## src/hdl/hpg_pkg.sv

```systemverilog
// shared types, widths and prime tables of the hammersley point generator
// no dependencies
`timescale 1ns / 1ps
package hpg_pkg;

  localparam int INDEX_W  = 32;
  localparam int FRAC_W   = 32;
  localparam int COORD_W  = FRAC_W + 1;
  localparam int DIM_W    = 5;
  localparam int MAX_DIMS = 29;
  localparam int PRIME_W  = 7;
  localparam int MAGIC_W  = 33;
  localparam int WIDE_W   = 40;
  localparam int PROD_W   = INDEX_W + MAGIC_W;
  localparam int CNT_W    = $clog2(FRAC_W);

  localparam logic [63:0] TWO33 = 64'd8589934592;

  localparam logic [PRIME_W-1:0] PRIMES [MAX_DIMS] = '{
    7'd2,  7'd3,  7'd5,  7'd7,  7'd11, 7'd13, 7'd17, 7'd19, 7'd23, 7'd29,
    7'd31, 7'd37, 7'd41, 7'd43, 7'd47, 7'd53, 7'd59, 7'd61, 7'd67, 7'd71,
    7'd73, 7'd79, 7'd83, 7'd89, 7'd97, 7'd101, 7'd103, 7'd107, 7'd109};

  // floor(2^33 / p): quotient estimate is exact or one low
  localparam logic [MAGIC_W-1:0] MAGICS [MAX_DIMS] = '{
    33'(TWO33 / 64'd2),   33'(TWO33 / 64'd3),   33'(TWO33 / 64'd5),
    33'(TWO33 / 64'd7),   33'(TWO33 / 64'd11),  33'(TWO33 / 64'd13),
    33'(TWO33 / 64'd17),  33'(TWO33 / 64'd19),  33'(TWO33 / 64'd23),
    33'(TWO33 / 64'd29),  33'(TWO33 / 64'd31),  33'(TWO33 / 64'd37),
    33'(TWO33 / 64'd41),  33'(TWO33 / 64'd43),  33'(TWO33 / 64'd47),
    33'(TWO33 / 64'd53),  33'(TWO33 / 64'd59),  33'(TWO33 / 64'd61),
    33'(TWO33 / 64'd67),  33'(TWO33 / 64'd71),  33'(TWO33 / 64'd73),
    33'(TWO33 / 64'd79),  33'(TWO33 / 64'd83),  33'(TWO33 / 64'd89),
    33'(TWO33 / 64'd97),  33'(TWO33 / 64'd101), 33'(TWO33 / 64'd103),
    33'(TWO33 / 64'd107), 33'(TWO33 / 64'd109)};

  typedef struct packed {
    logic             load;
    logic             init;
    logic             mul;
    logic             est;
    logic             upd;
    logic             div_set;
    logic             div_step;
    logic [DIM_W-1:0] dim;
  } hpg_cmd_t;

  typedef struct packed {
    logic q_zero;
    logic sat;
  } hpg_stat_t;

endpackage

```

## src/hdl/hpg_datapath.sv

```systemverilog
// datapath: base-p digit extraction and shared restoring fraction divider
// depends on hpg_pkg
`timescale 1ns / 1ps
module hpg_datapath (
  input  logic                        clk,
  input  hpg_pkg::hpg_cmd_t           cmd,
  input  logic [hpg_pkg::INDEX_W-1:0] point_index,
  input  logic [31:0]                 sample_count,
  output hpg_pkg::hpg_stat_t          stat,
  output logic [hpg_pkg::COORD_W-1:0] coordinate
);
  import hpg_pkg::*;

  logic [INDEX_W-1:0] idx, q, est, estp;
  logic [WIDE_W-1:0]  mir, scale, rem, den;
  logic [PROD_W-1:0]  prod;
  logic [COORD_W-1:0] res;
  logic [DIM_W-1:0]   sel;
  logic [PRIME_W-1:0] p;
  logic [MAGIC_W-1:0] magic;
  logic [INDEX_W-1:0] r, dig, quo;
  logic               fix;
  logic [WIDE_W:0]    rem2;
  logic               ge;

  assign sel   = cmd.dim - DIM_W'(1);
  assign p     = PRIMES[sel];
  assign magic = MAGICS[sel];

  // correction of the one-low quotient estimate
  assign r   = q - estp;
  assign fix = (r >= INDEX_W'(p));
  assign dig = fix ? r - INDEX_W'(p) : r;
  assign quo = est + INDEX_W'(fix);

  assign rem2 = {rem, 1'b0};
  assign ge   = (rem2 >= {1'b0, den});

  assign stat.q_zero = (q == '0);
  assign stat.sat    = (sample_count == '0) || (idx >= sample_count);

  always_ff @(posedge clk) begin
    if (cmd.load) begin
      idx <= point_index;
    end
    if (cmd.init) begin
      if (cmd.dim == '0) begin
        rem <= WIDE_W'(idx);
        den <= WIDE_W'(sample_count);
        res <= stat.sat ? (COORD_W'(1) << FRAC_W) : '0;
      end else begin
        q     <= idx;
        mir   <= '0;
        scale <= WIDE_W'(1);
      end
    end
    if (cmd.mul) begin
      prod <= PROD_W'(q) * PROD_W'(magic);
    end
    if (cmd.est) begin
      est  <= prod[PROD_W-1:MAGIC_W];
      estp <= INDEX_W'(prod[PROD_W-1:MAGIC_W] * INDEX_W'(p));
    end
    if (cmd.upd) begin
      q     <= quo;
      mir   <= mir * WIDE_W'(p) + WIDE_W'(dig);
      scale <= scale * WIDE_W'(p);
    end
    if (cmd.div_set) begin
      rem <= mir;
      den <= scale;
      res <= '0;
    end
    if (cmd.div_step) begin
      rem <= ge ? WIDE_W'(rem2 - {1'b0, den}) : rem2[WIDE_W-1:0];
      res <= {res[COORD_W-2:0], ge};
    end
  end

  assign coordinate = res;

endmodule

```

## config.mk

```make
export PLATFORM = sky130hd
export DESIGN_NAME = hpg_datapath
export DESIGN_NICKNAME = d
export VERILOG_FILES = /design/src/hdl/hpg_pkg.sv /design/src/hdl/hpg_datapath.sv
export SDC_FILE = /design/constraint.sdc
export NUM_CORES = 2
export LEC_CHECK = 0
export BUFFER_PORTS_ARGS = -buffer_cell sky130_fd_sc_hd__buf_2
export CORE_MARGIN = 4
export CORE_UTILIZATION = 40
export CTS_BUF_LIST = sky130_fd_sc_hd__clkbuf_8 sky130_fd_sc_hd__clkbuf_16
export DETAILED_ROUTE_END_ITERATION = 7
export GPL_TIMING_DRIVEN = 0
export SYNTH_ARGS = -nofsm -noshare
export SYNTH_HDL_FRONTEND = slang
export SYNTH_SLANG_ARGS = --single-unit
```

## constraint.sdc

```tcl
create_clock -name clk -period 16.8 [get_ports clk]
set_clock_uncertainty 0.1 [all_clocks]
set_input_delay 2.52 -clock clk [delete_from_list [all_inputs] [get_ports clk]]
set_output_delay 2.52 -clock clk [all_outputs]
set_load 0.01 [all_outputs]
```

# After elaboration in Yosys (flattened, before gate mapping)
# Memory sizes are Yosys's and may differ from the RTL's.
# Index checks and enable logic that the tools add are counted.
# word_totals
regBits	386
latch_bits	0
ramBits	0
romBits	1280
input_bits	77
output_inout_bits	35
elab_cells	67
mem_count	2
# memory_table
name	depth	width	rd	rd_ports_with_merged_regs	write_ports	line	rtl
(name not given)	32	33	1	0	0	hpg_datapath.sv:28	assign magic = MAGICS[sel];
(name not given)	32	7	1	0	0	hpg_datapath.sv:27	assign p = PRIMES[sel];
# op_classes
n_addsub	6
multipliers	4
div	0
n_lt_le_gt_ge	4
eq_ne	1
n_shift	0
n_mux	27
n_bitwise	1
reduce_logical	12
# ops
cell	count
40-bit 2-to-1 mux	14
33-bit 2-to-1 mux	7
32-bit 2-to-1 mux	4
40-bit by 7-bit multiplier with 40-bit output	2
32-bit by 33-bit multiplier with 65-bit output	1
32-bit logical NOT	2
41-bit by 40-bit greater-or-equal comparator with 1-bit output	1
40-bit by 32-bit adder with 40-bit output	1
40-bit subtractor	1
32-bit by 1-bit adder with 32-bit output	1
32-bit greater-or-equal comparator	1
32-bit by 7-bit greater-or-equal comparator with 1-bit output	1
32-bit by 7-bit multiplier with 32-bit output	1
32-bit subtractor	1
32-bit by 7-bit subtractor with 32-bit output	1
7-bit 2-to-1 mux	2
6-bit greater-or-equal comparator (second input constant)	1
5-bit NOT with 6-bit output	1
2-bit AND reduction	3
2-bit nonzero test	3
3-bit nonzero test	2
5-bit logical NOT	1
5-bit by 1-bit subtractor with 5-bit output (second input constant)	1
2-bit inequality test (second input constant)	1
1-bit logical OR	1

# Logic depth before layout (Yosys ltp)
# depth
word_depth	9
mapped_depth	51
ltp_nobuf	44

# Least setup slack after synthesis
# No wires, ideal clock.
# synth_timing
kind	input to register
start	input cmd[1] in the netlist's numbering
end	register prod[62] (data pin)
setup_time_ns	0.260
t_arrival_ns	12.330
required_ns	16.440
slack_ns	4.110
cell_stages	42
n_path_buf	8
cell_sequence	buf_2 -> clkbuf_1 -> inv_1 -> ha_1 -> inv_1 -> ha_1 -> clkbuf_1 -> clkbuf_1 -> clkbuf_1 -> clkbuf_1 -> clkbuf_1 -> nand3_1 -> o311ai_0 -> o21ai_0 -> clkbuf_1 -> and2_1 -> fa_1 -> inv_1 -> (+6 left out) -> fa_1 -> inv_1 -> fa_1 -> inv_1 -> ha_1 -> and2_1 -> and3_1 -> nand4_1 -> o22ai_1 -> nor4_1 -> o21ai_0 -> o211ai_2 -> and3_4 -> or4_4 -> nand2_4 -> a41oi_2 -> o21bai_2 -> xor2_1
# synth_via
elab_chain_cells	6
# synth_lines
item	line	rtl
start, declared	hpg_datapath.sv:6	input hpg_pkg::hpg_cmd_t cmd,
5-bit by 1-bit subtractor with 5-bit output	hpg_datapath.sv:26	assign sel = cmd.dim - DIM_W'(1);
5-bit NOT with 6-bit output (not written as such)	hpg_datapath.sv:28	
memory read 32 x 33 bit	n/a	
33-bit 2-to-1 mux (not written as such) (2 in a row)	hpg_datapath.sv:28	
32-bit by 33-bit multiplier with 65-bit output	hpg_datapath.sv:58	prod <= PROD_W'(q) * PROD_W'(magic);
end signal, assigned	hpg_datapath.sv:58	
end, declared	hpg_datapath.sv:16	logic [PROD_W-1:0] prod;
# No other way between the ends. The select of a mux whose other input is x is not followed.
# A chain may end at the register's enable or synchronous reset.

# Worst setup path in the final report
# layout_timing
start	input cmd[1] in the netlist's numbering
end	register prod[55] (data pin)
# Same word-level chain as after synthesis.

==> results.py <==
metrics = {
    "outcome": {
        "status": "finished clean",
    },
    "synth": {
        "yosys_warnings": 0,
        "netlist_area_um2": 74950,
        "ys_top_cells_by_area": "fa_1 38%, edfxtp_1 14%, ha_1 8.8%, inv_1 7.5%, and2_1 6.9%",
        "ys_seq_area_share_pct": 14.14,
        "async_flop_share_pct": 0,
        "ys_seq_elements": 353,
        "syn_inst": 8173,
        "synth_largest_area_cell": "fa_1",
        "syn-num-nets": 10210,
        "synth.distinct_cells": 85,
        "synth-edff-count": 353,
        "synth_top_area_share_pct": 38.33,
        "synth_ff_type": "edfxtp_1",
        "syn_avg_cell_area_um2": 9.170,
    },
    "global_routing": {
        "grt_pass1_wl_um": 404500,
        "grt_max_degree": 65,
        "grt-ovfl-total": 0,
        "grt_use_total_pct": 28.05,
        "antenna_found_initial": 25,
        "grt_pass1_vias": 62590,
    },
    "sta": {
        "fin_crit_sh_pct": 98.47,
        "timing.slew.headroom_pct": 2.594,
        "rsz0062_at_grt": "false",
        "setup_ws_ns": 0.2571,
        "slew_viol_final": 0,
        "fmax_mhz": 60.45,
        "min_period_ns": 16.54,
        "tightest_slew_ns": 1.461,
        "hold_violations": 0,
        "setup_viol": 0,
        "fin_hold_ws_ns": 0.4567,
    },
    "worst_setup_path": {
        "worstSetupPathType": "input port to register",
        "crit_top_cell": "fa_1",
        "required_ns": 17.08,
        "cp-start-kind": "input port",
        "cp-end-kind": "register",
        "slowest_delay_ns": 0.77,
        "worstPathMaxFanout": 10,
        "crit_slowest_cell": "a21oi_1",
        "crit_arrival_ns": 16.82,
    },
    "layout": {
        "final_cell_mix": "1,496 x inv_1, 1,435 x fa_1, 1,194 x nand2_1",
        "multiInputGateArea_um2": 57230,
        "nFillCells": 18400,
        "drive_gt1_share_pct": 2.938,
        "layout_commonest_cell": "inv_1",
        "fin_nets": 10380,
        "syn_to_final_growth_pct": 7.220,
        "register_area_um2": 10600,
    },
    "placement": {
        "portBuffers": 107,
        "gp_congestion": 0.9861,
        "dpl_worst_slack_ns": -0.6044,
        "dp_hpwl_um": 221300,
    },
    "job": {
        "max-cap-violations": 0,
    },
    "clocking": {
        "clk_pin_slew_ns": 0.06,
        "cts-root-buf": "clkbuf_16",
        "cts.htree.levels": 2,
        "clk-insertion-delay-late_ns": 0.62,
        "hold_buffers": 0,
        "clock_sinks": 353,
        "cts.path.max_buffers": 3,
        "cts_tree": "built",
        "postCtsSetupBuffers": 0,
        "cts_made_buffers": 43,
    },
    "routing": {
        "via_per_inst": 5.514,
        "vias": 59930,
        "routed_wirelength_um": 270800,
        "drt-initial-drc-count": 5348,
        "drc": 0,
        "wl_per_cell_um": 24.91,
        "drt_pass1_iterations": 6,
        "postRouteAntennaNets": 0,
    },
    "floorplanning": {
        "die_height_um": 440.9,
        "dieArea_um2": 194400,
        "core_um2": 185800,
        "io_pins": 112,
        "start_util_pct": 40.33,
        "fp.dieW_um": 440.9,
        "row_count": 158,
    },
    "hold_path": {
        "hold_class": "register to register",
    },
}
-- cell usage after synthesis, types with 8 or more instances --
library cell / number
edfxtp_1: 353
a21o_1: 157
buf_1: 34
nor3b_1: 14
o21bai_1: 28
o21ai_0: 199
ha_1: 527
o21a_1: 33
o31ai_1: 12
fa_1: 1435
clkbuf_1: 367
o211ai_1: 11
and2_1: 822
o22ai_1: 12
or3_1: 10
nor3_1: 44
xor2_1: 101
nor4_1: 29
nand2b_1: 62
a31oi_1: 33
nor2_1: 244
a221oi_1: 9
a211oi_1: 57
and3_1: 35
nand2_1: 1194
nor2b_1: 92
a41oi_1: 8
xnor2_1: 159
inv_1: 1492
mux2i_1: 17
nand3_1: 68
nand4_1: 51
a21oi_1: 326
-- final cells by class --
class	instances	area share, %
Antenna cell	18	0.05605
Buffer	410	1.953
Inverter	1494	6.979
Clock inverter	36	0.4313
Sequential cell	353	13.19
Clock buffer	44	1.370
Timing Repair Buffer	119	0.9342
Multi-Input combinational cell	5916	71.22
Tap cell	2480	3.861
-- cell families after synthesis --
kind of cell               after synthesis  share of synthesized area (%)
and+or+nand+nor                       2704                          17.73
adders and majority gates             1962                          47.13
buffers and inverters                 1904                          9.559
AOI/OAI and AO/OA                      968                          8.097
DFF                                    353                          14.14
xor gates and xnor gates               260                          3.038
muxes                                   22                         0.3022
-- worst max-delay path, delay by kind of cell --
| kind | cells | cell delay (ns) |
|---|---|---|
| simple gates | 8 | 2.53 |
| compound gates | 5 | 1.83 |
| fa+ha+maj | 11 | 5.10 |
| buf+inv | 13 | 4.40 |
| xor+xnor | 1 | 0.37 |
-- sequential cells by signal, indices dropped and copies added (netlist names) --
signal and flops:
coordinate 33, mir 40, idx 32, rem 40, q 32, scale 40
den 40, estp 32, prod 32, est 32
-- what timing repair did --
item	in CTS	in global routing
endpoints found under the setup margin	1	29
resized for setup	1	19
pin swaps	0	0
-- worst paths after layout --
kind	from	end	slack, ns	depth (start not counted)
worst max register to register	q[5]	mir[38]	5.79	31
worst min register to register	coordinate[8]	coordinate[9]	0.46	1
worst min-delay path	coordinate[8]	coordinate[9]	0.46	1
worst max-delay path	cmd[1]	prod[55]	0.26	38
-- per-layer routing --
metal	share of wire [%]	up-vias	track usage (%)	wire length, um
met4	6.4	16	14.24	17220
met1	40	30580	36.85	107000
met5	0.038	-	0	102
met2	44	2987	43.86	120300
met3	9.7	653	5.945	26150
li1	-	25690	-	-
-- per-stage QoR --
step	TNS, ns	utilization [%]	instance area, um^2	std cells
2_1_floorplan	0	-	74950	8173
3_3_place_gp	-494.25	42.29	78590	10760
3_5_place_dp	-8.328	42.42	78830	10770
4_1_cts	0	43.20	80280	10850
5_1_grt	0	43.22	80310	10850
6_report	0	43.24	80360	10870
Power is left out: the tool's default activity adds up to more than one toggle a clock period on the data nets, which glitch-free logic cannot reach.
