**config.mk**
```make
export PLATFORM = sky130hd
export DESIGN_NAME = hpg_ctrl
export DESIGN_NICKNAME = d
export VERILOG_FILES = /design/src/hdl/hpg_pkg.sv /design/src/hdl/hpg_ctrl.sv
export SDC_FILE = /design/constraint.sdc
export NUM_CORES = 1
export LEC_CHECK = 0
export ABC_AREA = 1
export BUFFER_PORTS_ARGS = -buffer_cell sky130_fd_sc_hd__buf_2
export CORE_MARGIN = 5
export CORE_UTILIZATION = 45
export DETAILED_ROUTE_END_ITERATION = 8
export PLACE_DENSITY = 0.72
export SLEW_MARGIN = 20
export SYNTH_ARGS = -nofsm -noshare
export SYNTH_HDL_FRONTEND = slang
export SYNTH_SLANG_ARGS = --single-unit
```
**constraint.sdc**
```tcl
create_clock -name clk -period 1.4 [get_ports clk]
set_input_delay 0.21 -clock clk [delete_from_list [all_inputs] [get_ports clk]]
set_output_delay 0.21 -clock clk [all_outputs]
set_load 0.005 [all_outputs]
```
**src/hdl/hpg_pkg.sv**
```systemverilog
// shared types, widths and prime tables of the hammersley point generator
// no dependencies
`timescale 1ns / 1ps
package hpg_pkg;

  localparam int INDEX_W  = 32;
  localparam int FRAC_W   = 32;
  localparam int COORD_W  = FRAC_W + 1;
  localparam int DIM_W    = 5;
  localparam int MAX_DIMS = 29;
  localparam int PRIME_W  = 7;
  localparam int MAGIC_W  = 33;
  localparam int WIDE_W   = 40;
  localparam int PROD_W   = INDEX_W + MAGIC_W;
  localparam int CNT_W    = $clog2(FRAC_W);

  localparam logic [63:0] TWO33 = 64'd8589934592;

  localparam logic [PRIME_W-1:0] PRIMES [MAX_DIMS] = '{
    7'd2,  7'd3,  7'd5,  7'd7,  7'd11, 7'd13, 7'd17, 7'd19, 7'd23, 7'd29,
    7'd31, 7'd37, 7'd41, 7'd43, 7'd47, 7'd53, 7'd59, 7'd61, 7'd67, 7'd71,
    7'd73, 7'd79, 7'd83, 7'd89, 7'd97, 7'd101, 7'd103, 7'd107, 7'd109};

  // floor(2^33 / p): quotient estimate is exact or one low
  localparam logic [MAGIC_W-1:0] MAGICS [MAX_DIMS] = '{
    33'(TWO33 / 64'd2),   33'(TWO33 / 64'd3),   33'(TWO33 / 64'd5),
    33'(TWO33 / 64'd7),   33'(TWO33 / 64'd11),  33'(TWO33 / 64'd13),
    33'(TWO33 / 64'd17),  33'(TWO33 / 64'd19),  33'(TWO33 / 64'd23),
    33'(TWO33 / 64'd29),  33'(TWO33 / 64'd31),  33'(TWO33 / 64'd37),
    33'(TWO33 / 64'd41),  33'(TWO33 / 64'd43),  33'(TWO33 / 64'd47),
    33'(TWO33 / 64'd53),  33'(TWO33 / 64'd59),  33'(TWO33 / 64'd61),
    33'(TWO33 / 64'd67),  33'(TWO33 / 64'd71),  33'(TWO33 / 64'd73),
    33'(TWO33 / 64'd79),  33'(TWO33 / 64'd83),  33'(TWO33 / 64'd89),
    33'(TWO33 / 64'd97),  33'(TWO33 / 64'd101), 33'(TWO33 / 64'd103),
    33'(TWO33 / 64'd107), 33'(TWO33 / 64'd109)};

  typedef struct packed {
    logic             load;
    logic             init;
    logic             mul;
    logic             est;
    logic             upd;
    logic             div_set;
    logic             div_step;
    logic [DIM_W-1:0] dim;
  } hpg_cmd_t;

  typedef struct packed {
    logic q_zero;
    logic sat;
  } hpg_stat_t;

endpackage

```
**src/hdl/hpg_ctrl.sv**
```systemverilog
// controller state machine of the hammersley point generator
// depends on hpg_pkg
`timescale 1ns / 1ps
module hpg_ctrl (
  input  logic                     clk,
  input  logic                     rst,
  input  logic                     start,
  input  logic [hpg_pkg::DIM_W-1:0] dimension_count,
  input  hpg_pkg::hpg_stat_t       stat,
  output hpg_pkg::hpg_cmd_t        cmd,
  output logic                     busy,
  output logic                     result_valid,
  output logic                     last_coord,
  output logic [hpg_pkg::DIM_W-1:0] dim_number
);
  import hpg_pkg::*;

  typedef enum logic [2:0] {
    S_IDLE, S_INIT, S_CHECK, S_MUL, S_EST, S_UPD, S_DIVSET, S_DIV
  } state_t;

  state_t           state;
  logic [DIM_W-1:0] dim;
  logic [DIM_W-1:0] count;
  logic [CNT_W-1:0] cnt;
  logic             emit;
  logic [DIM_W-1:0] eff_count;
  logic             is_last;
  logic             take;

  always_comb begin
    if (dimension_count == '0) begin
      eff_count = DIM_W'(1);
    end else if (dimension_count > DIM_W'(MAX_DIMS)) begin
      eff_count = DIM_W'(MAX_DIMS);
    end else begin
      eff_count = dimension_count;
    end
  end

  assign is_last = (dim == count - DIM_W'(1));

  // a new transaction only when the previous point is fully out
  assign take = start && !busy;

  always_comb begin
    cmd          = '0;
    cmd.dim      = dim;
    cmd.load     = (state == S_IDLE) && take;
    cmd.init     = (state == S_INIT);
    cmd.mul      = (state == S_MUL);
    cmd.est      = (state == S_EST);
    cmd.upd      = (state == S_UPD);
    cmd.div_set  = (state == S_DIVSET);
    cmd.div_step = (state == S_DIV);
  end

  always_ff @(posedge clk) begin
    if (rst) begin
      state <= S_IDLE;
      dim   <= '0;
      count <= '0;
      cnt   <= '0;
      emit  <= 1'b0;
    end else begin
      emit <= 1'b0;
      unique case (state)
        S_IDLE: begin
          if (take) begin
            dim   <= '0;
            count <= eff_count;
            state <= S_INIT;
          end
        end
        S_INIT: begin
          cnt <= '0;
          if (dim == '0) begin
            if (stat.sat) begin
              emit  <= 1'b1;
              state <= S_IDLE;
            end else begin
              state <= S_DIV;
            end
          end else begin
            state <= S_CHECK;
          end
        end
        S_CHECK: state <= stat.q_zero ? S_DIVSET : S_MUL;
        S_MUL:   state <= S_EST;
        S_EST:   state <= S_UPD;
        S_UPD:   state <= S_CHECK;
        S_DIVSET: begin
          cnt   <= '0;
          state <= S_DIV;
        end
        S_DIV: begin
          cnt <= cnt + CNT_W'(1);
          if (cnt == CNT_W'(FRAC_W - 1)) begin
            emit  <= 1'b1;
            state <= S_IDLE;
          end
        end
        default: state <= S_IDLE;
      endcase
      // emit cycle: hold off in idle-looking slot, then move on
      if (emit) begin
        if (!is_last) begin
          dim   <= dim + DIM_W'(1);
          state <= S_INIT;
        end
      end
    end
  end

  assign busy         = (state != S_IDLE) || (emit && !is_last);
  assign result_valid = emit;
  assign last_coord   = emit && is_last;
  assign dim_number   = dim;

endmodule

```
Word level (Yosys, flattened, before mapping)
Cells that the tools add are included.
{"block": "totals", "inputBits": 10, "wordCells": 51, "reg_bits": 19, "out_inout_bits": 20}
{"block": "op_classes", "n_eq_ne": 9, "add_sub_neg": 3, "reduce_logical": 14, "order_cmp": 1, "n_mux": 19}
{"op": "two-way mux 5 bit", "n": 6}
{"op": "one-hot mux 3 bit (8 select lines)", "n": 1}
{"op": "two-way mux 3 bit", "n": 7}
{"op": "equality test 3 bit, second input constant", "n": 4}
{"op": "adder 5 x 1 -> 5 bit, second input constant", "n": 2}
{"op": "zero test 5 bit", "n": 2}
{"op": "one-hot mux 5 bit (2 select lines)", "n": 1}
{"op": "equality test 3 x 2 -> 1 bit, second input constant", "n": 2}
{"op": "equality test 5 bit", "n": 1}
{"op": "equality test 5 bit, second input constant", "n": 1}
{"op": "> comparator 5 bit, second input constant", "n": 1}
{"op": "subtractor 5 x 1 -> 5 bit, second input constant", "n": 1}
{"op": "logical AND 1 bit", "n": 4}
{"op": "equality test 3 x 1 -> 1 bit, second input constant", "n": 1}
{"op": "zero test 3 bit", "n": 1}
{"op": "two-way mux 1 bit", "n": 3}
{"op": "nonzero test 3 bit", "n": 1}
{"op": "zero test 1 bit", "n": 2}
{"op": "one-hot mux 1 bit (2 select lines)", "n": 1}
{"op": "AND reduction 2 bit", "n": 1}
{"op": "nonzero test 2 bit", "n": 1}
{"op": "OR reduction 2 bit", "n": 1}
{"op": "logical OR 1 bit", "n": 1}

Longest topological paths before layout
Gate-level depths: netlist of the first run.
{"block": "depth", "ltp_word": 11, "mapped_depth": 14, "mapped_depth_nobuf": 14}

Worst setup path after synthesis of the first run
No wires, ideal clock.
{"block": "synth_timing", "kind": "register to register", "start": "reg count[0]", "end": "reg state[0]", "path_stages_with_launch": 15, "synth_period_minus_slack_ps": 1596, "t_arrival_ps": 1487, "t_required_ps": 1291, "setup_slack_ps": -196, "setup_ps": 109, "n_path_buf": 1, "path_cell_list": "dfxtp_1 > inv_1 > ha_1 > inv_1 > nand2_1 > nand2_1 > nor2_1 > nand2_1 > nor2_2 > nand2_4 > nand2_4 > buf_6 > o211ai_1 > nand2_1 > inv_1"}
{"block": "synth_via", "elab_chain_cells": 11}
{"item": "start, declared", "line_no": "hpg_ctrl.sv:24", "source": "logic [DIM_W-1:0] count;"}
{"item": "start signal, assigned", "line_no": "hpg_ctrl.sv:71", "source": "count <= eff_count;"}
{"item": "subtractor 5 x 1 -> 5 bit *", "line_no": "hpg_ctrl.sv:41", "source": "assign is_last = (dim == count - DIM_W'(1));"}
{"item": "equality test 5 bit *", "line_no": "hpg_ctrl.sv:41"}
{"item": "zero test 1 bit", "line_no": "hpg_ctrl.sv:115", "source": "assign busy = (state != S_IDLE) || (emit && !is_last);"}
{"item": "logical AND 1 bit", "line_no": "hpg_ctrl.sv:115"}
{"item": "logical OR 1 bit", "line_no": "hpg_ctrl.sv:115"}
{"item": "zero test 1 bit", "line_no": "hpg_ctrl.sv:44", "source": "assign take = start && !busy;"}
{"item": "logical AND 1 bit", "line_no": "hpg_ctrl.sv:44"}
{"item": "two-way mux 3 bit", "line_no": "hpg_ctrl.sv:69", "source": "if (take) begin"}
{"item": "one-hot mux 3 bit (8 select lines)", "line_no": "hpg_ctrl.sv:67", "source": "unique case (state)"}
{"item": "two-way mux 3 bit", "line_no": "hpg_ctrl.sv:107", "source": "if (!is_last) begin"}
{"item": "two-way mux 3 bit *", "line_no": "hpg_ctrl.sv:106", "source": "if (emit) begin"}
{"item": "end signal, assigned", "line_no": "hpg_ctrl.sv:88", "source": "S_CHECK: state <= stat.q_zero ? S_DIVSET : S_MUL;"}
{"item": "end, declared", "line_no": "hpg_ctrl.sv:22", "source": "state_t state;"}
Every way passes the cells marked *; elsewhere a longest branch is shown, timed or not.
A chain may end at the register's enable or synchronous reset.

==> flow_summary_export.csv, run 1 <==
group,metric,value,unit
die,initial_core_util,47.3,%
power,intPower,870,uW
cts,h-tree-depth,1,
setup_path,cp.arrival,1.74,ns
setup_path,crit_end,"cmd[11]",
synth,netlist_instances,203,
synth,synth_top_cell_by_area,"dfxtp_1",
power,power_density,745,nW/um^2
power,swShare,33.9,%
setup_path,end_kind,"primary output",
worst_hold_path,hp-class,"in2reg",
sta,max_freq,0.513,GHz
die,core,2760,um^2
sta,timing.final.crit_period,1.95,ns
power,switching_power,446,uW
detailed_routing,drtPass1Iterations,4,
detailed_routing,antenna_left,0,
synth,syn_avg_cell_area,6.43,um^2
setup_path,r2r_end,"count[0]",
sta,finalSetupViolCount,16,
final_layout,fillers,264,
synth,synthTopCellsByArea,"dfxtp_1 29%, nand2_1 17%, inv_1 7.2%",
run,drv_cap,0,
place,hpwl,2440,um
detailed_routing,viasPerCell,4.75,
setup_path,worstSetupPathType,"reg2out",
power,leakage,0.962,nW
place,port-buffer-count,29,
synth,synth_edf_count,0,
sta,slew_viol_final,0,
setup_path,crit_fanout,3,
power,seqPwrFrac,45.3,%
sta,setup_ws,-0.548,ns
die,dieArea,4080,um^2
final_layout,drive_above_1_share,36.3,%
detailed_routing,wl,3120,um
cts,cts-root-buf,"clkbuf_4",
die,rows,19,
worst_hold_path,hp-start,"rst",
place,gp_congestion,0.793,
power,combPwrFrac,32.6,%
global_routing,gr-total-overflow,0,
synth,yosysSeqAreaShare,29.1,%
setup_path,path_cells,"inv_2, ha_4, inv_2, nand2_1, nand2_1, nor2_1, nand2_1, nor2_2, nand2_4, nand2_4, nand3_4, clkinv_4, buf_6",
synth,ys_ff_latch,19,
sta,hold_ws,0.130,ns
setup_path,r2r-start,"count[1]",
final_layout,synthToLayoutAreaGrowth,35.4,%
setup_path,reg2regPathDepth,16,
cts,tritoncts,"done",
sta,hold_viol,0,
global_routing,grt_pass1_vias,1291,
setup_path,slowest_stage,"dfxtp_2",
cts,cts.clk_slew.worst_paths,0.12,ns
setup_path,cpMostUsedCell,"nand2_1",
final_layout,diodes,0,
status,violations,"setup timing",
global_routing,grt_max_degree,12,
global_routing,grt_pass1_wl,5350,um
setup_path,startpoint,"count[1]",
sta,slew_headroom,75.7,%
cts,clock_latency,0.30,ns
detailed_routing,wl_per_cell,10.8,um
synth,async_flop_share,0,%
setup_path,slowest_delay,0.36,ns
synth,netlist.area_leader.share,29.1,%
setup_path,startpoint_type,"flip-flop",
sta,tightestPinTransition,0.364,ns
power,clkPwrFrac,22.1,%
setup_path,reg2reg_slack,-0.39,ns
setup_path,worstPathRequired,1.19,ns
final_layout,postLayoutCoreUtil,64.1,%
die,num_io_pins,30,
power,worst_ir_drop_vdd,0.489,mV
sta,skew,0.00127,ns
cts,cts_sinks,19,
cts,cts_buffer_depth,2,
synth,post-synth-top-count-cell,"nand2_1",
synth,syn-cell-area,1310,um^2
final_layout,final_nets,275,
status,status,"complete, but fails checks",
synth,syn_nets,218,
synth,synth_warnings,0,
synth,ys.flop_type,"dfxtp_1",
global_routing,antenna_found_initial,0,
die,die_h,63.9,um
place,dp_slack,-0.303,ns
synth,yosys-top-cells-count,"59 x nand2_1, 25 x inv_1, 24 x nor2_1, 19 x dfxtp_1, 18 x nand3_1",
detailed_routing,vias,1378,
sta,period_share,139,%
detailed_routing,dr.first_iter.drc_count,46,
cts,numCtsBuffers,3,
detailed_routing,drc,0,
sta,rsz0062_at_grt,"yes",
global_routing,track_usage,15.9,%
die,dieWidth,63.9,um
synth,yosysUniqueCellTypes,29,
[logic make-up (layout without fill, tap and decap cells)]
family,count (synthesis),after routing,synth area share [%]
simple gates,121,121,43.0
buf+inv,41,97,14.0
flops,19,19,29.1
compound gates,12,12,5.75
fa+ha+maj,5,5,4.79
xor+xnor,5,5,3.36
[power groups by stage]
stage                     registers (mW)  clock network [mW]  logic, mW
final                              0.596               0.291      0.429
after global routing               0.601               0.326      0.488
after CTS                          0.593               0.301      0.412
after detailed placement           0.605                   0      0.387
after global placement             0.604                   0      0.384
after floorplan                    0.604                   0      0.257
[stage by stage]
step,std cells,instance area [um^2],power (mW),TNS [ns]
floorplan,203,1320,0.861,-2.11
CTS,289,1720,1.31,-5.58
detailed placement,281,1640,0.992,-3.74
global placement,281,1640,0.988,-2.94
finish,290,1770,1.32,-5.96
global route,290,1770,1.41,-8.27
[routing by layer]
| layer | vias to the layer above | global-route usage [%] | share of wire [%] |
|---|---|---|---|
| li1 | 748 | - | - |
| met1 | 595 | 19.3 | 45 |
| met2 | 31 | 27.6 | 50 |
| met3 | 4 | 2.98 | 4.0 |
| met4 | 0 | 5.45 | 1.2 |
| met5 | - | 0 | 0 |
[cell usage in the layout, fill, tap and decap left out, types with 6 or more instances in the layout]
master	synthesis	final
buf_4	5	25
inv_1	25	21
nand3_1	18	17
buf_2	1	28
nand2_1	59	58
inv_2	7	8
buf_6	1	6
nor2_1	24	23
nand4_1	6	6
dfxtp_1	19	14
a21oi_1	6	6
[state kept, by name, indices dropped and copies added, names as in the netlist]
register / cells
cnt: 5
count: 5
dim_number: 5
result_valid: 1
state: 3
[worst min path at each step]
stage / end / depth (start not counted)
after floorplan: cnt[1] / 1
after global placement: cnt[4] / 2
after detailed placement: result_valid / 2
after CTS: cnt[3] / 2
after global routing: cnt[1] / 2
final: cnt[1] / 2
[area by class of cell]
type	count	area, um^2	area share [%]
timing repair buffer	59	395	22.4
inverter	34	140	7.93
sequential	19	389	22.0
clock inverter	1	5.00	0.283
multi-input combinational	143	776	43.9
clock buffer	3	22.5	1.27
tap	31	38.8	2.20
[timing repair]
action,4_1_cts,5_1_grt
endpoints found under the hold margin,0,0
endpoints found under the setup margin,19,20
setup buffers,5,2
gates resized for setup,6,13
pin swaps,2,2
hold buffers,0,0
[worst max-delay path: cells and delay by family (launching register included)]
| kind | cells | cell delay, ns |
|---|---|---|
| AND/OR/NAND/NOR | 8 | 0.61 |
| flip-flops | 1 | 0.36 |
| adder cells (fa/ha/maj) | 1 | 0.26 |
| buffers and inverters | 4 | 0.21 |
Note: power is estimated with default switching activity, not from simulation.
==> run 2, diff against run 1 <==
Settings changed: ABC_CLOCK_PERIOD_IN_PS set to 1400, REMOVE_ABC_BUFFERS set to 1.
==> flow_summary_export.csv, run 2 (same netlist as run 1, synthesis figures left out) <==
group,metric,value,unit
status,status,"complete, but fails checks",
status,violations,"setup timing",
die,core,2760,um^2
place,dp_slack,-0.337,ns
setup_path,worstPathRequired,1.19,ns
die,die_h,63.9,um
setup_path,worstSetupPathType,"reg2out",
setup_path,end_kind,"primary output",
sta,timing.final.crit_period,2.00,ns
final_layout,final_area,1810,um^2
sta,finalSetupViolCount,16,
global_routing,grt_pass1_wl,5650,um
cts,cts-root-buf,"clkbuf_4",
setup_path,r2r_end,"count[0]",
die,initial_core_util,47.3,%
sta,slew_headroom,75.8,%
global_routing,grt_max_degree,17,
detailed_routing,viasPerCell,4.91,
run,drv_cap,0,
detailed_routing,drtPass1Iterations,4,
sta,setup_ws,-0.602,ns
place,gp_congestion,0.792,
setup_path,slowest_delay,0.35,ns
worst_hold_path,hp-class,"in2reg",
place,port-buffer-count,29,
power,power_density,730,nW/um^2
die,num_io_pins,30,
sta,skew,0.00516,ns
setup_path,crit_fanout,3,
sta,hold_ws,0.127,ns
sta,tns,-7.84,ns
sta,max_freq,0.500,GHz
sta,rsz0062_at_grt,"yes",
global_routing,grt_pass1_vias,1379,
setup_path,cpMostUsedCell,"nand2_1",
setup_path,startpoint_type,"flip-flop",
cts,h-tree-depth,1,
setup_path,reg2regPathDepth,17,
sta,tightestPinTransition,0.359,ns
worst_hold_path,holdPathEnd,"cnt[4]",
worst_hold_path,hp-start,"rst",
power,leakage,0.980,nW
final_layout,diodes,0,
cts,cts.clk_slew.worst_paths,0.11,ns
final_layout,drive_above_1_share,37.6,%
detailed_routing,vias,1458,
setup_path,r2r-start,"count[1]",
sta,hold_viol,0,
global_routing,track_usage,16.5,%
final_layout,synthToLayoutAreaGrowth,39.0,%
die,rows,19,
global_routing,antenna_found_initial,0,
setup_path,cp.arrival,1.79,ns
worst_hold_path,hold_depth,2,
cts,clock_latency,0.29,ns
setup_path,reg2reg_slack,-0.55,ns
detailed_routing,antenna_left,0,
final_layout,layout_commonest_cell,"nand2_1",
die,dieArea,4080,um^2
detailed_routing,dr.first_iter.drc_count,40,
final_layout,final_nets,282,
cts,tritoncts,"done",
detailed_routing,drc,0,
setup_path,path_cells,"inv_2, ha_4, inv_2, nand2_1, nand2_1, nor2_1, nand2_1, nor2_2, nand2_4, nand2_4, nand3_4, inv_4, buf_6",
place,placed_cell_area,1630,um^2
power,worst_ir_drop_vdd,0.619,mV
setup_path,slowest_stage,"dfxtp_2",
detailed_routing,wl,3320,um
cts,numCtsBuffers,3,
final_layout,most-common-layout-cells,"59 x nand2_1, 31 x buf_4, 28 x buf_2, 22 x nor2_1, 21 x inv_1",
power,p_total,1.32,mW
sta,slew_viol_final,0,
die,dieWidth,63.9,um
cts,cts_buffer_depth,2,
cts,cts_sinks,19,
sta,period_share,143,%
detailed_routing,wl_per_cell,11.2,um
global_routing,gr-total-overflow,0,
place,hpwl,2360,um
==> run 2: cell count changes in the layout (fill, tap and decap cells not counted), sizes merged <==
cell	before	now
buf	59	66
clkinv	3	1
clkbuf	3	4
inv	32	33
==> run 2: worst max-delay path by stage <==
stage	from	endpoint	cells past startpoint
6_report	count[1]	cmd[11]	13
5_1_grt	count[1]	cmd[11]	13
4_1_cts	count[1]	cmd[11]	13
3_5_place_dp	count[1]	cmd[11]	13
3_3_place_gp	count[0]	cmd[11]	13
2_1_floorplan	count[0]	cmd[11]	12
==> run 2: metal layers <==
layer  vias to the layer above  global-route usage (%)  part of all wire [%]
met5                         -                       0                     0
met4                         0                    6.23                   1.3
met3                         6                    2.28                   3.2
met2                        27                    30.9                    52
met1                       663                    18.5                    44
li1                        762                       -                     -
==> run 2: critical path: cells and delay by family, from the launching register on <==
family,cells,cell delay (ns)
adder cells (fa/ha/maj),1,0.27
buffers and inverters,4,0.23
AND/OR/NAND/NOR,8,0.65
flip-flops,1,0.35
==> run 2: power breakdown <==
| part | total (mW) | internal, mW | switching (mW) |
|---|---|---|---|
| sequential | 0.590 | 0.567 | 0.0227 |
| clock | 0.283 | 0.111 | 0.172 |
| combinational | 0.452 | 0.203 | 0.249 |
| total | 1.32 | 0.881 | 0.444 |
==> run 2: final cells by class <==
type                       count  area, um^2
fill                         254         943
multi-input combinational    143         776
timing repair buffer          66         452
sequential                    19         392
inverter                      34         130
tap                           31        38.8
clock buffer                   4        26.3
==> run 2: what timing repair did <==
action,CTS,global route
endpoints found under the setup margin,17,20
resized for setup,17,9
pin swaps,4,6
buffers inserted,8,8
endpoints found under the hold margin,0,0
hold buffers,0,0
==> run 2: through the flow <==
step,utilization [%],instances
after detailed placement,59.1,282
final,65.8,297
after global routing,65.8,297
after CTS,63.9,293
after global placement,59.1,282
after floorplan,-,196
==> run 3, diff against run 2 <==
Settings changed: ABC_AREA 1 to unset.
==> flow_summary_export.csv, run 3 <==
group,metric,value,unit
synth,synth_top_cell_by_area,"dfxtp_1",
final_layout,multi_input_area,1020,um^2
cts,cts.hold.buffers_added,0,
final_layout,seqCellArea,392,um^2
die,dieWidth,63.0,um
detailed_routing,drtPass1Iterations,4,
detailed_routing,dr.first_iter.drc_count,69,
status,violations,"setup timing",
synth,ys.flop_type,"dfxtp_1",
power,leakage,0.930,nW
power,combPwrFrac,63.2,%
final_layout,layout_commonest_cell,"buf_4",
sta,skew,0.00688,ns
global_routing,grt_pass1_vias,1513,
power,p_total,2.59,mW
synth,netlist.area_leader.share,30.1,%
setup_path,cp.arrival,1.86,ns
sta,max_freq,0.484,GHz
die,dieArea,3960,um^2
sta,rsz0062_at_grt,"yes",
detailed_routing,antenna_left,0,
synth,yosysUniqueCellTypes,41,
place,hpwl,2600,um
synth,netlist_instances,160,
synth,synthTopCellsByArea,"dfxtp_1 30%, a21oi_1 7.1%, o211ai_1 7.1%",
cts,numCtsBuffers,3,
global_routing,antenna_found_initial,0,
detailed_routing,vias,1560,
synth,yosysSeqAreaShare,30.1,%
setup_path,path_buf_inv,3,
cts,cts_sinks,19,
place,dp_slack,-0.539,ns
die,rows,19,
sta,slew_viol_final,0,
synth,ys_ff_latch,19,
detailed_routing,wl_per_cell,16.9,um
sta,tightestPinTransition,0.485,ns
setup_path,slowest_delay,0.35,ns
die,core,2730,um^2
power,switching_power,1.01,mW
sta,timing.final.crit_period,2.07,ns
synth,synth_warnings,0,
setup_path,end_kind,"primary output",
final_layout,final_nets,253,
synth,async_flop_share,0,%
place,port-buffer-count,29,
setup_path,slowest_stage,"dfxtp_2",
setup_path,crit_fanout,2,
synth,syn_avg_cell_area,7.89,um^2
cts,tritoncts,"done",
final_layout,drive_above_1_share,60.3,%
cts,clock_latency,0.31,ns
power,intPower,1.58,mW
sta,hold_ws,0.192,ns
global_routing,grt_pass1_wl,6470,um
global_routing,grt_max_degree,20,
power,seqPwrFrac,25.2,%
cts,cts-root-buf,"clkbuf_4",
final_layout,synthToLayoutAreaGrowth,71.7,%
sta,period_share,148,%
final_layout,diodes,0,
cts,h-tree-depth,1,
power,power_density,1200,nW/um^2
sta,setup_ws,-0.668,ns
final_layout,most-common-layout-cells,"41 x buf_4, 29 x buf_2, 16 x a21oi_1, 16 x buf_6, 12 x o211ai_1",
global_routing,gr-total-overflow,0,
status,status,"complete, but fails checks",
sta,hold_viol,0,
setup_path,path_cells,"inv_2, ha_4, xnor2_2, a211oi_2, o211ai_1, buf_4, nor2_2, buf_2",
detailed_routing,wl,4520,um
setup_path,crit_family,"compound AO/OA/AOI/OAI gates",
sta,slew_headroom,67.6,%
cts,cts_buffer_depth,2,
worst_hold_path,hp-class,"in2reg",
setup_path,worstSetupPathType,"reg2out",
synth,syn-cell-area,1260,um^2
cts,cts.clk_slew.worst_paths,0.11,ns
detailed_routing,viasPerCell,5.82,
setup_path,startpoint_type,"flip-flop",
final_layout,fillers,171,
run,drv_cap,0,
setup_path,worstPathRequired,1.19,ns
synth,post-synth-top-count-cell,"dfxtp_1",
power,swShare,39.0,%
die,die_h,63.0,um
die,initial_core_util,46.2,%
power,clkPwrFrac,11.6,%
detailed_routing,drc,0,
sta,finalSetupViolCount,21,
place,gp_congestion,0.822,
power,worst_ir_drop_vdd,1.01,mV
global_routing,track_usage,19.7,%
die,num_io_pins,30,
synth,synth_edf_count,0,
synth,yosys-top-cells-count,"19 x dfxtp_1, 18 x a21oi_1, 12 x o211ai_1, 10 x nor2_1",
## run 3: changes by cell type in the layout (fill, tap and decap cells not counted), sizes merged, moves of 4 or more
cell    previous run  this run
nand2             61         9
inv               33         8
buf               66        87
nor2              27        10
nand3             20         7
a21oi              7        18
o211ai             1        12
a211oi             0         5
nand4              6         1
o21ai              2         7
nor3               4         8
## run 3: layout make-up
cell class / instances / area share, %
Multi-Input combinational cell: 118 / 47.1
Timing Repair Buffer: 87 / 29.9
Sequential cell: 19 / 18.1
Inverter: 9 / 1.96
Tap cell: 31 / 1.79
Clock buffer: 4 / 1.21
## run 3: worst register-to-register path, delay by kind of cell, from the launching register on
kind	cells	cell delay [ns]
fa+ha+maj	1	0.17
buf+inv	4	0.44
compound gates	3	0.62
simple gates	2	0.35
flops	1	0.35
## run 3: power groups by stage
stage	Sequential (mW)	Clock [mW]	Combinational [mW]
final	0.654	0.300	1.64
after global routing	0.662	0.328	1.74
after CTS	0.650	0.297	1.20
after detailed placement	0.648	0	0.923
after global placement	0.645	0	0.894
after floorplan	0.701	0	0.442
## run 3: metal layers
metal  part of all wire, %  up-vias  global-route usage [%]  wire length [um]
met5                     0        -                       0                 0
met4                   2.0        0                    9.02                90
met3                   4.6        8                    2.88               207
li1                      -      744                       -                 -
met2                    53       54                    36.2              2410
met1                    40      754                    21.9              1810
## run 3: final timing paths
path | end | slack, ns | depth (start not counted) | startpoint
worst max register to register | dim_number[3] | -0.58 | 10 | count[0]
worst max-delay path | last_coord | -0.67 | 8 | count[1]
worst min-delay path | count[2] | 0.19 | 3 | dimension_count[2]
worst min register to register | cnt[3] | 0.52 | 1 | cnt[3]
## run 3: through the flow
step           instance area [um^2]  TNS (ns)  std cells  utilization (%)
3_5_place_dp                   1600     -7.62        238             58.5
5_1_grt                        2170     -9.99        268             79.3
6_report                       2170     -8.05        268             79.3
2_1_floorplan                  1180     -5.44        146                -
3_3_place_gp                   1600     -6.45        238             58.5
4_1_cts                        1880     -7.85        259             68.8
## run 3: kinds of logic after synthesis
group,Yosys count,synth area share (%)
AOI/OAI and AO/OA,57,29.8
and+or+nand+nor,49,20.0
buffers and inverters,23,9.51
DFF,19,30.1
xor gates and xnor gates,6,4.76
adders and majority gates,5,4.96
muxes,1,0.793
## run 3: what timing repair did
| action | in CTS | in global routing |
|---|---|---|
| setup buffers | 17 | 14 |
| pin swaps | 16 | 22 |
| endpoints found under the setup margin | 24 | 25 |
| gates cloned | 0 | 0 |
| gates resized for setup | 33 | 47 |
